==> src/rtl/hcb_pkg.sv <==
// ----------------------------------------------------------------------------
// hcb_pkg
// Shared constants for the huffman code builder: field widths and defaults.
// ----------------------------------------------------------------------------
package hcb_pkg;

	localparam int MAX_SYMBOLS_DEF = 32;
	localparam int FREQ_WIDTH_DEF  = 24;

	localparam int FREQ_IN_W = 24;
	localparam int SYM_W     = 5;
	localparam int LEN_W     = 5;
	localparam int CODE_W    = 31;

endpackage

==> src/rtl/huffman_code_builder_core.sv <==
// ----------------------------------------------------------------------------
// huffman_code_builder_core
// Loads symbol frequencies, builds a Huffman tree with an array min-heap and
// emits one code per symbol in symbol order.
// ----------------------------------------------------------------------------
// usage:
// - input channel (in_valid/in_stall) takes one frequency per cycle, symbol 0
//   first; a transfer with last_symbol set closes the alphabet
// - frequencies beyond MAX_SYMBOLS are dropped, a last mark still counts
// - after the last transfer in_stall stays high while the tree is built and
//   every code is emitted
// - build: bottom-up heapify, then n-1 merges; every heap step goes through
//   the heap memory's read and write port; a sift-down level passes
//   S_SD_L, S_SD_LC and S_SD_RC, a sift-up level S_UP and S_UP_CMP
// - emission: each code is walked from leaf to root, one bit per walk step,
//   then each result waits in the output register until out_stall is low
// - one result transfer per symbol; last_code marks the final one, after
//   which the block returns to loading a new alphabet
// - reset empties the alphabet; the heap and tree memories are not cleared,
//   every entry is written before it is read
// ----------------------------------------------------------------------------
module huffman_code_builder_core
	import hcb_pkg::*;
#(
	parameter int MAX_SYMBOLS = MAX_SYMBOLS_DEF,
	parameter int FREQ_WIDTH  = FREQ_WIDTH_DEF
) (
	input  logic                 clk,
	input  logic                 arst_n,
	input  logic                 in_valid,
	output logic                 in_stall,
	input  logic [FREQ_IN_W-1:0] frequency,
	input  logic                 last_symbol,
	output logic                 out_valid,
	input  logic                 out_stall,
	output logic [SYM_W-1:0]     symbol,
	output logic [LEN_W-1:0]     code_length,
	output logic [CODE_W-1:0]    code_bits,
	output logic                 last_code
);

	localparam int IW    = (MAX_SYMBOLS > 1) ? $clog2(MAX_SYMBOLS) : 1;
	localparam int CW    = $clog2(MAX_SYMBOLS + 1);
	localparam int NODES = 2 * MAX_SYMBOLS - 1;
	localparam int NW    = $clog2(NODES);
	localparam int WW    = FREQ_WIDTH + IW;
	localparam int EW    = WW + NW;
	localparam int XW    = IW + 2;
	localparam int MW    = (WW > FREQ_IN_W) ? WW : FREQ_IN_W;
	localparam logic [63:0] FMASK = (64'd1 << FREQ_WIDTH) - 64'd1;

	typedef enum logic [4:0] {
		S_LOAD, S_BLD_RD, S_BLD_CUR, S_SD_L, S_SD_LC, S_SD_RC,
		S_TK_RD0, S_TK_GOT0, S_TK_LAST, S_LINK_A, S_LINK_B,
		S_UP, S_UP_CMP, S_WALK_RD, S_WALK_STEP, S_OUT
	} state_t;

	typedef enum logic [1:0] {P_BUILD, P_TAKE_A, P_TAKE_B} phase_t;

	state_t state_q;
	phase_t ph_q;

	logic [EW-1:0] heap_mem [MAX_SYMBOLS];
	logic [NW:0]   tree_mem [NODES];

	logic [EW-1:0] rd_q;
	logic [NW:0]   tr_q;

	logic [CW-1:0] loaded_q, n_q, cnt_q, s_q;
	logic [IW-1:0] ix_q, bi_q;
	logic [EW-1:0] cur_q, best_q, ea_q, eb_q;
	logic [XW-1:0] bix_q;
	logic          took_q;
	logic [NW-1:0] k_q, root_q, node_q;
	logic [LEN_W-1:0]  len_q;
	logic [CODE_W-1:0] bits_q;

	// heap memory write and read ports
	logic          hwe;
	logic [IW-1:0] hwa, hra;
	logic [EW-1:0] hwd;

	logic [XW-1:0] lc, rc;
	logic [IW-1:0] pidx;
	logic [MW-1:0] fext;
	logic [WW-1:0] fmask_w;
	logic [CW-1:0] newn;
	logic          load_ok;
	logic [NW-1:0] merged;
	logic          r_win;
	logic [EW-1:0] chosen;

	assign lc      = {1'b0, ix_q, 1'b1};
	assign rc      = lc + XW'(1);
	assign pidx    = IW'((ix_q - IW'(1)) >> 1);
	assign fext    = MW'(frequency);
	assign fmask_w = WW'(fext) & WW'(FMASK);
	assign load_ok = (loaded_q < CW'(MAX_SYMBOLS));
	assign newn    = load_ok ? loaded_q + CW'(1) : loaded_q;
	assign merged  = NW'(n_q) + k_q;
	assign r_win   = (rc < XW'(cnt_q)) && (rd_q[EW-1:NW] < best_q[EW-1:NW]);
	assign chosen  = r_win ? rd_q : best_q;

	always_comb begin
		hwe = 1'b0;
		hwa = ix_q;
		hwd = cur_q;
		hra = ix_q;
		unique case (state_q)
			S_LOAD: begin
				hwe = in_valid && load_ok;
				hwa = IW'(loaded_q);
				hwd = {fmask_w, NW'(loaded_q)};
			end
			S_BLD_RD: hra = bi_q;
			S_SD_L: begin
				hra = IW'(lc);
				hwe = !(lc < XW'(cnt_q));
			end
			S_SD_LC: hra = IW'(rc);
			S_SD_RC: begin
				hwe = 1'b1;
				hwd = (r_win || took_q) ? chosen : cur_q;
			end
			S_TK_RD0: hra = '0;
			S_TK_GOT0: hra = IW'(cnt_q - CW'(1));
			S_UP: begin
				hra = pidx;
				hwe = (ix_q == '0);
			end
			S_UP_CMP: begin
				hwe = 1'b1;
				hwd = (rd_q[EW-1:NW] > cur_q[EW-1:NW]) ? rd_q : cur_q;
			end
			default: ;
		endcase
	end

	always_ff @(posedge clk) begin
		if (hwe)
			heap_mem[hwa] <= hwd;
		rd_q <= heap_mem[hra];
		if (state_q == S_LINK_A)
			tree_mem[ea_q[NW-1:0]] <= {1'b0, merged};
		if (state_q == S_LINK_B)
			tree_mem[eb_q[NW-1:0]] <= {1'b1, merged};
		tr_q <= tree_mem[node_q];
	end

	assign in_stall    = (state_q != S_LOAD);
	assign out_valid   = (state_q == S_OUT);
	assign symbol      = SYM_W'(s_q);
	assign code_length = len_q;
	assign code_bits   = bits_q;
	assign last_code   = (s_q + CW'(1) == n_q);

	always_ff @(posedge clk or negedge arst_n) begin
		if (!arst_n) begin
			state_q  <= S_LOAD;
			ph_q     <= P_BUILD;
			loaded_q <= '0;
			cnt_q    <= '0;
			n_q      <= '0;
			s_q      <= '0;
		end else begin
			unique case (state_q)
				S_LOAD: begin
					if (in_valid) begin
						if (last_symbol) begin
							loaded_q <= '0;
							n_q      <= newn;
							cnt_q    <= newn;
							root_q   <= '0;
							k_q      <= '0;
							s_q      <= '0;
							node_q   <= '0;
							len_q    <= '0;
							bits_q   <= '0;
							bi_q     <= IW'(newn >> 1);
							ph_q     <= P_BUILD;
							state_q  <= (newn > CW'(1)) ? S_BLD_RD : S_WALK_RD;
						end else begin
							loaded_q <= newn;
						end
					end
				end
				S_BLD_RD: state_q <= S_BLD_CUR;
				S_BLD_CUR: begin
					cur_q   <= rd_q;
					ix_q    <= bi_q;
					state_q <= S_SD_L;
				end
				S_SD_L: begin
					if (lc < XW'(cnt_q)) begin
						state_q <= S_SD_LC;
					end else begin
						// sift-down finished, hole filled with the moving entry
						unique case (ph_q)
							P_BUILD: begin
								if (bi_q == '0) begin
									ph_q    <= P_TAKE_A;
									state_q <= S_TK_RD0;
								end else begin
									bi_q    <= bi_q - IW'(1);
									state_q <= S_BLD_RD;
								end
							end
							P_TAKE_A: begin
								ph_q    <= P_TAKE_B;
								state_q <= S_TK_RD0;
							end
							default: state_q <= S_LINK_A;
						endcase
					end
				end
				S_SD_LC: begin
					if (rd_q[EW-1:NW] < cur_q[EW-1:NW]) begin
						best_q <= rd_q;
						took_q <= 1'b1;
					end else begin
						best_q <= cur_q;
						took_q <= 1'b0;
					end
					bix_q   <= lc;
					state_q <= S_SD_RC;
				end
				S_SD_RC: begin
					if (r_win || took_q) begin
						ix_q    <= IW'(r_win ? rc : bix_q);
						state_q <= S_SD_L;
					end else begin
						// cur already written back this cycle; reuse done path
						unique case (ph_q)
							P_BUILD: begin
								if (bi_q == '0) begin
									ph_q    <= P_TAKE_A;
									state_q <= S_TK_RD0;
								end else begin
									bi_q    <= bi_q - IW'(1);
									state_q <= S_BLD_RD;
								end
							end
							P_TAKE_A: begin
								ph_q    <= P_TAKE_B;
								state_q <= S_TK_RD0;
							end
							default: state_q <= S_LINK_A;
						endcase
					end
				end
				S_TK_RD0: state_q <= S_TK_GOT0;
				S_TK_GOT0: begin
					if (ph_q == P_TAKE_A)
						ea_q <= rd_q;
					else
						eb_q <= rd_q;
					cnt_q   <= cnt_q - CW'(1);
					state_q <= S_TK_LAST;
				end
				S_TK_LAST: begin
					cur_q   <= rd_q;
					ix_q    <= '0;
					state_q <= S_SD_L;
				end
				S_LINK_A: state_q <= S_LINK_B;
				S_LINK_B: begin
					cur_q   <= {ea_q[EW-1:NW] + eb_q[EW-1:NW], merged};
					ix_q    <= IW'(cnt_q);
					cnt_q   <= cnt_q + CW'(1);
					state_q <= S_UP;
				end
				S_UP: begin
					if (ix_q == '0) begin
						root_q <= merged;
						k_q    <= k_q + NW'(1);
						if (CW'(k_q) + CW'(2) < n_q) begin
							ph_q    <= P_TAKE_A;
							state_q <= S_TK_RD0;
						end else begin
							state_q <= S_WALK_RD;
						end
					end else begin
						state_q <= S_UP_CMP;
					end
				end
				S_UP_CMP: begin
					if (rd_q[EW-1:NW] > cur_q[EW-1:NW]) begin
						ix_q    <= pidx;
						state_q <= S_UP;
					end else begin
						root_q <= merged;
						k_q    <= k_q + NW'(1);
						if (CW'(k_q) + CW'(2) < n_q) begin
							ph_q    <= P_TAKE_A;
							state_q <= S_TK_RD0;
						end else begin
							state_q <= S_WALK_RD;
						end
					end
				end
				S_WALK_RD: state_q <= (node_q == root_q) ? S_OUT : S_WALK_STEP;
				S_WALK_STEP: begin
					bits_q[len_q] <= tr_q[NW];
					len_q   <= len_q + LEN_W'(1);
					node_q  <= tr_q[NW-1:0];
					state_q <= S_WALK_RD;
				end
				S_OUT: begin
					if (!out_stall) begin
						if (s_q + CW'(1) == n_q) begin
							cnt_q   <= '0;
							state_q <= S_LOAD;
						end else begin
							s_q     <= s_q + CW'(1);
							node_q  <= NW'(s_q + CW'(1));
							len_q   <= '0;
							bits_q  <= '0;
							state_q <= S_WALK_RD;
						end
					end
				end
				default: state_q <= S_LOAD;
			endcase
		end
	end

	// loading and emitting never overlap
	a_no_overlap: assert property (@(posedge clk) disable iff (!arst_n)
		!in_stall |-> !out_valid)
		else $error("input taken while a result is pending");

	// results only cover loaded symbols
	a_sym_range: assert property (@(posedge clk) disable iff (!arst_n)
		out_valid |-> (s_q < n_q) && (cnt_q <= CW'(MAX_SYMBOLS)))
		else $error("result symbol out of range");

	// after the final code transfer the block loads again
	a_return: assert property (@(posedge clk) disable iff (!arst_n)
		out_valid && !out_stall && last_code |=> !in_stall && !out_valid)
		else $error("block did not return to loading");

endmodule

==> config.mk <==
export PLATFORM = sky130hd
export DESIGN_NAME = huffman_code_builder_core
export DESIGN_NICKNAME = d
export VERILOG_FILES = /design/src/rtl/hcb_pkg.sv /design/src/rtl/huffman_code_builder_core.sv
export SDC_FILE = /design/constraint.sdc
export NUM_CORES = 2
export LEC_CHECK = 0
export ABC_AREA = 1
export BUFFER_PORTS_ARGS = -buffer_cell sky130_fd_sc_hd__buf_4
export CORE_UTILIZATION = 35
export DETAILED_ROUTE_END_ITERATION = 7
export GPL_ROUTABILITY_DRIVEN = 0
export HOLD_SLACK_MARGIN = 0.06
export MAX_ROUTING_LAYER = met4
export PLACE_DENSITY_LB_ADDON = 0.1
export REMOVE_ABC_BUFFERS = 1
export SYNTH_ARGS = -nofsm -noshare
export SYNTH_HDL_FRONTEND = slang
export SYNTH_SLANG_ARGS = --single-unit
export TNS_END_PERCENT = 100
==> constraint.sdc <==
create_clock -name clk -period 4.4 [get_ports clk]
set_clock_uncertainty 0.1 [all_clocks]
set_input_delay 0.66 -clock clk [delete_from_list [all_inputs] [get_ports clk]]
set_output_delay 0.66 -clock clk [all_outputs]
set_load 0.1 [all_outputs]
==> flow_metrics.tcl <==
set metrics [dict create \
    final_hold_viol_count 0 \
    drt_iter0_markers 5201 \
    ys_warn_count 0 \
    h-tree-depth 4 \
    row_count 178 \
    cts_sinks 1842 \
    start_util_pct 35.3 \
    crit_required_ns 4.88 \
    clockBufferDepth 3 \
    clock_latency_ns 0.89 \
    drv_slew 0 \
    fill_cells 22900 \
    leakagePower_uw 0.0373 \
    wl_per_cell_um 25.4 \
    ys_types 45 \
    grt_start_max_net_pins 144 \
    io_buffers 72 \
    grt_pass1_vias 56900 \
    placed_area_um2 89100 \
    cp.arrival_ns 4.55 \
    cap_violations 0 \
    nNetsFinal 8191 \
    synth_area_um2 83400 \
    synth_flop_cell "edfxtp_1" \
    die_area_um2 240000 \
    ys_seq_area_share_pct 65.7 \
    ir_drop_mv 1.37 \
    path_delay_family "simple AND/OR/NAND/NOR gates" \
    syn2layout_area_growth_pct 15.0 \
    cp_max_fo 32 \
    layout-drive-gt1-share_pct 9.02 \
    endpoint_kind "flip-flop" \
    crit_type "flip-flop to flip-flop" \
    worst_setup_path_start_kind "flip-flop" \
    cp_slowest_stage_delay_ns 0.56 \
    postRouteWirelength_um 289000 \
    drc 0 \
    worst_path_max_delay_cell "edfxtp_1" \
    setup_ws_ns 0.332 \
    antenna_found_initial 5 \
    overflow 0 \
    synth.ff_latch_count 1842 \
    cts_setup_buffers 0 \
    synthTopCellsByCount "1770 x edfxtp_1, 1668 x nand2_1, 1359 x nand3_1" \
    synth_area_per_cell_um2 10.5 \
    ant_nets 0 \
    yosys.area.top_type "edfxtp_1" \
    path_common_cell "buf_4" \
    grt_pass1_wl_um 417000 \
    crit_path_cell_trace "nand3_1 > nor2_1 > inv_1 > nand2_1 > inv_1 > ha_1 > a21oi_1 > o211ai_1 > nor2_2 > nand3_1 > buf_4 > nand2_1 > buf_4 > o21ai_0 > a21oi_1 > o21ai_2 > buf_4" \
    worst_slew_pin_slew_ns 1.21 \
    vias_per_cell 5.21 \
    fp.dieW_um 490 \
    synthTopCellsByArea "edfxtp_1 64%, nand3_1 8.2%, nand2_1 7.5%" \
    synth-edff-count 1770 \
    yosysTopAreaCellShare_pct 63.8 \
    crit_buf_inv 5 \
    cts_buffers 205 \
    cts-root-buf "clkbuf_16" \
    num_vias 59300 \
    setup_viol 0 \
    final-seq-area_um2 54700 \
    syn_inst 7938 \
    yosysMostFrequentCell "edfxtp_1" \
    multi_input_area_um2 23300 \
    fin_crit_sh_pct 92.5 \
    final_area_um2 95900 \
    relSlewSlack_pct 19.3 \
    io_pins 73 \
    dp_slack_ns 0.350 \
    cts.reportedPaths.clkPinSlew_ns 0.06 \
    die_h_um 490 \
    cts_tree "done" \
    grtUsageTotal_pct 24.4 \
    fmax_mhz 246 \
    fin_crit_ns 4.07 \
    core_um2 236000 \
    synthArstFlopShare_pct 1.63 \
    hpwlAfterDp_um 167000 \
    min-delay-path-class "primary input to async pin" \
    rsz0062_at_grt "false" \
    status "completed" \
    drtPass1Iterations 8 \
    setup_tns_ns 0 \
    powerDensity_nw_per_um2 861 \
]
-- worst reg2reg max path: stages (launching register included) --
cell,delay (ns)
edfxtp_1,0.56
nand3_1,0.15
nor2_1,0.15
inv_1,0.06
nand2_1,0.11
inv_1,0.05
ha_1,0.29
a21oi_1,0.16
o211ai_1,0.12
nor2_2,0.25
nand3_1,0.15
buf_4,0.27
nand2_1,0.34
buf_4,0.37
o21ai_0,0.13
a21oi_1,0.16
o21ai_2,0.09
buf_4,0.25
-- area by class of cell --
class                      count  share of cell area (%)
inverter                     917                    3.63
sequential                  1842                    57.1
clock buffer                 260                    5.71
antenna                        8                  0.0209
tap                         3150                    4.11
multi-input combinational   4735                    24.3
timing repair buffer         339                    3.82
clock inverter               126                    1.38
-- logic make-up (layout without fill, tap and decap cells) --
kind of cell	Yosys count	count (layout)	synth area share [%]
flip-flops	1842	1842	65.7
adder cells (fa/ha/maj)	122	122	1.85
XOR/XNOR	45	45	0.473
AND/OR/NAND/NOR	3772	3772	20.1
buffers and inverters	1361	1642	6.75
other	0	8	0
multiplexers	1	1	0.0120
AO/OA/AOI/OAI	795	795	5.17
-- sequential cells by signal (all words and copies together) (netlist names), 7 cells and up --
name       count
ea_q          35
cur_q         35
eb_q          35
rd_q          35
best_q        35
tree_mem     441
tr_q           7
code_bits     31
heap_mem    1120
-- worst paths after layout --
check                                         from                  endpoint  slack [ns]  cells after the start
worst max-delay path             ix_q[1]$_DFFE_PP_  heap_mem[8][9]$_DFFE_PP_        0.33                     17
worst min-delay path                        arst_n        s_q[2]$_DFFE_PN0P_        0.22                      2
worst max register to register   ix_q[1]$_DFFE_PP_  heap_mem[8][9]$_DFFE_PP_        0.33                     17
worst min register to register  s_q[5]$_DFFE_PN0P_        s_q[5]$_DFFE_PN0P_        0.44                      2
max in group asynchronous                   arst_n      cnt_q[3]$_DFFE_PN0P_        3.53                      2
min in group clk                          in_valid   loaded_q[1]$_DFFE_PN0P_        0.37                      4
-- repair_timing --
action / 4_1_cts / 5_1_grt
setup endpoints to repair: 0 / 174
hold buffers: 2 / 0
resized for setup: 0 / 1
endpoints found under the hold margin: 31 / 0
-- per-stage QoR --
stage	utilization [%]	instances	hold WS, ns	power (uW)
global route	40.6	11400	0.209	87400
detailed placement	37.7	11000	0.421	65700
global placement	37.7	11000	0.418	65800
finish	40.6	11400	0.218	82600
CTS	40.6	11400	0.172	83200
floorplan	-	7494	0.264	42500
-- cell usage in the layout (no fill, tap or decap), types with 8 or more instances in the layout --
master and count:
edfxtp_1 1770, nand2_1 1664, nand3_1 1359, inv_1 877
nor2_1 465, o21ai_0 430, buf_4 247, clkbuf_16 207
nand3b_1 176, a21oi_1 169, ha_1 120, o22ai_1 118
buf_12 89, clkinv_2 60, clkinv_1 46, clkbuf_1 43
dfxtp_1 42, nand4_1 36, dfrtp_1 30, xor2_1 22
o211ai_1 22, or2_2 21, xnor2_1 19, nor3_1 17
bufinv_16 17, nor2_4 15, o21bai_1 12, inv_2 11
clkinvlp_4 11, clkbuf_8 10, o21ai_2 9, diode_2 8
o221ai_1 8, clkinv_16 8
-- per-layer routing --
metal  GRT usage, %  wire length (um)  vias up
met5              -                 0        -
met3           2.74             14100      381
met1           32.3            128000    29600
met2           39.7            140000     1748
met4           6.28              6570        0
li1               -                 -    27500
-- power by group --
| group | internal [uW] | switching (uW) |
|---|---|---|
| sequential | 24300 | 808 |
| clock | 9870 | 7490 |
| combinational | 10400 | 29700 |
| total | 44600 | 38000 |
Note: power is estimated with default switching activity, not from simulation.
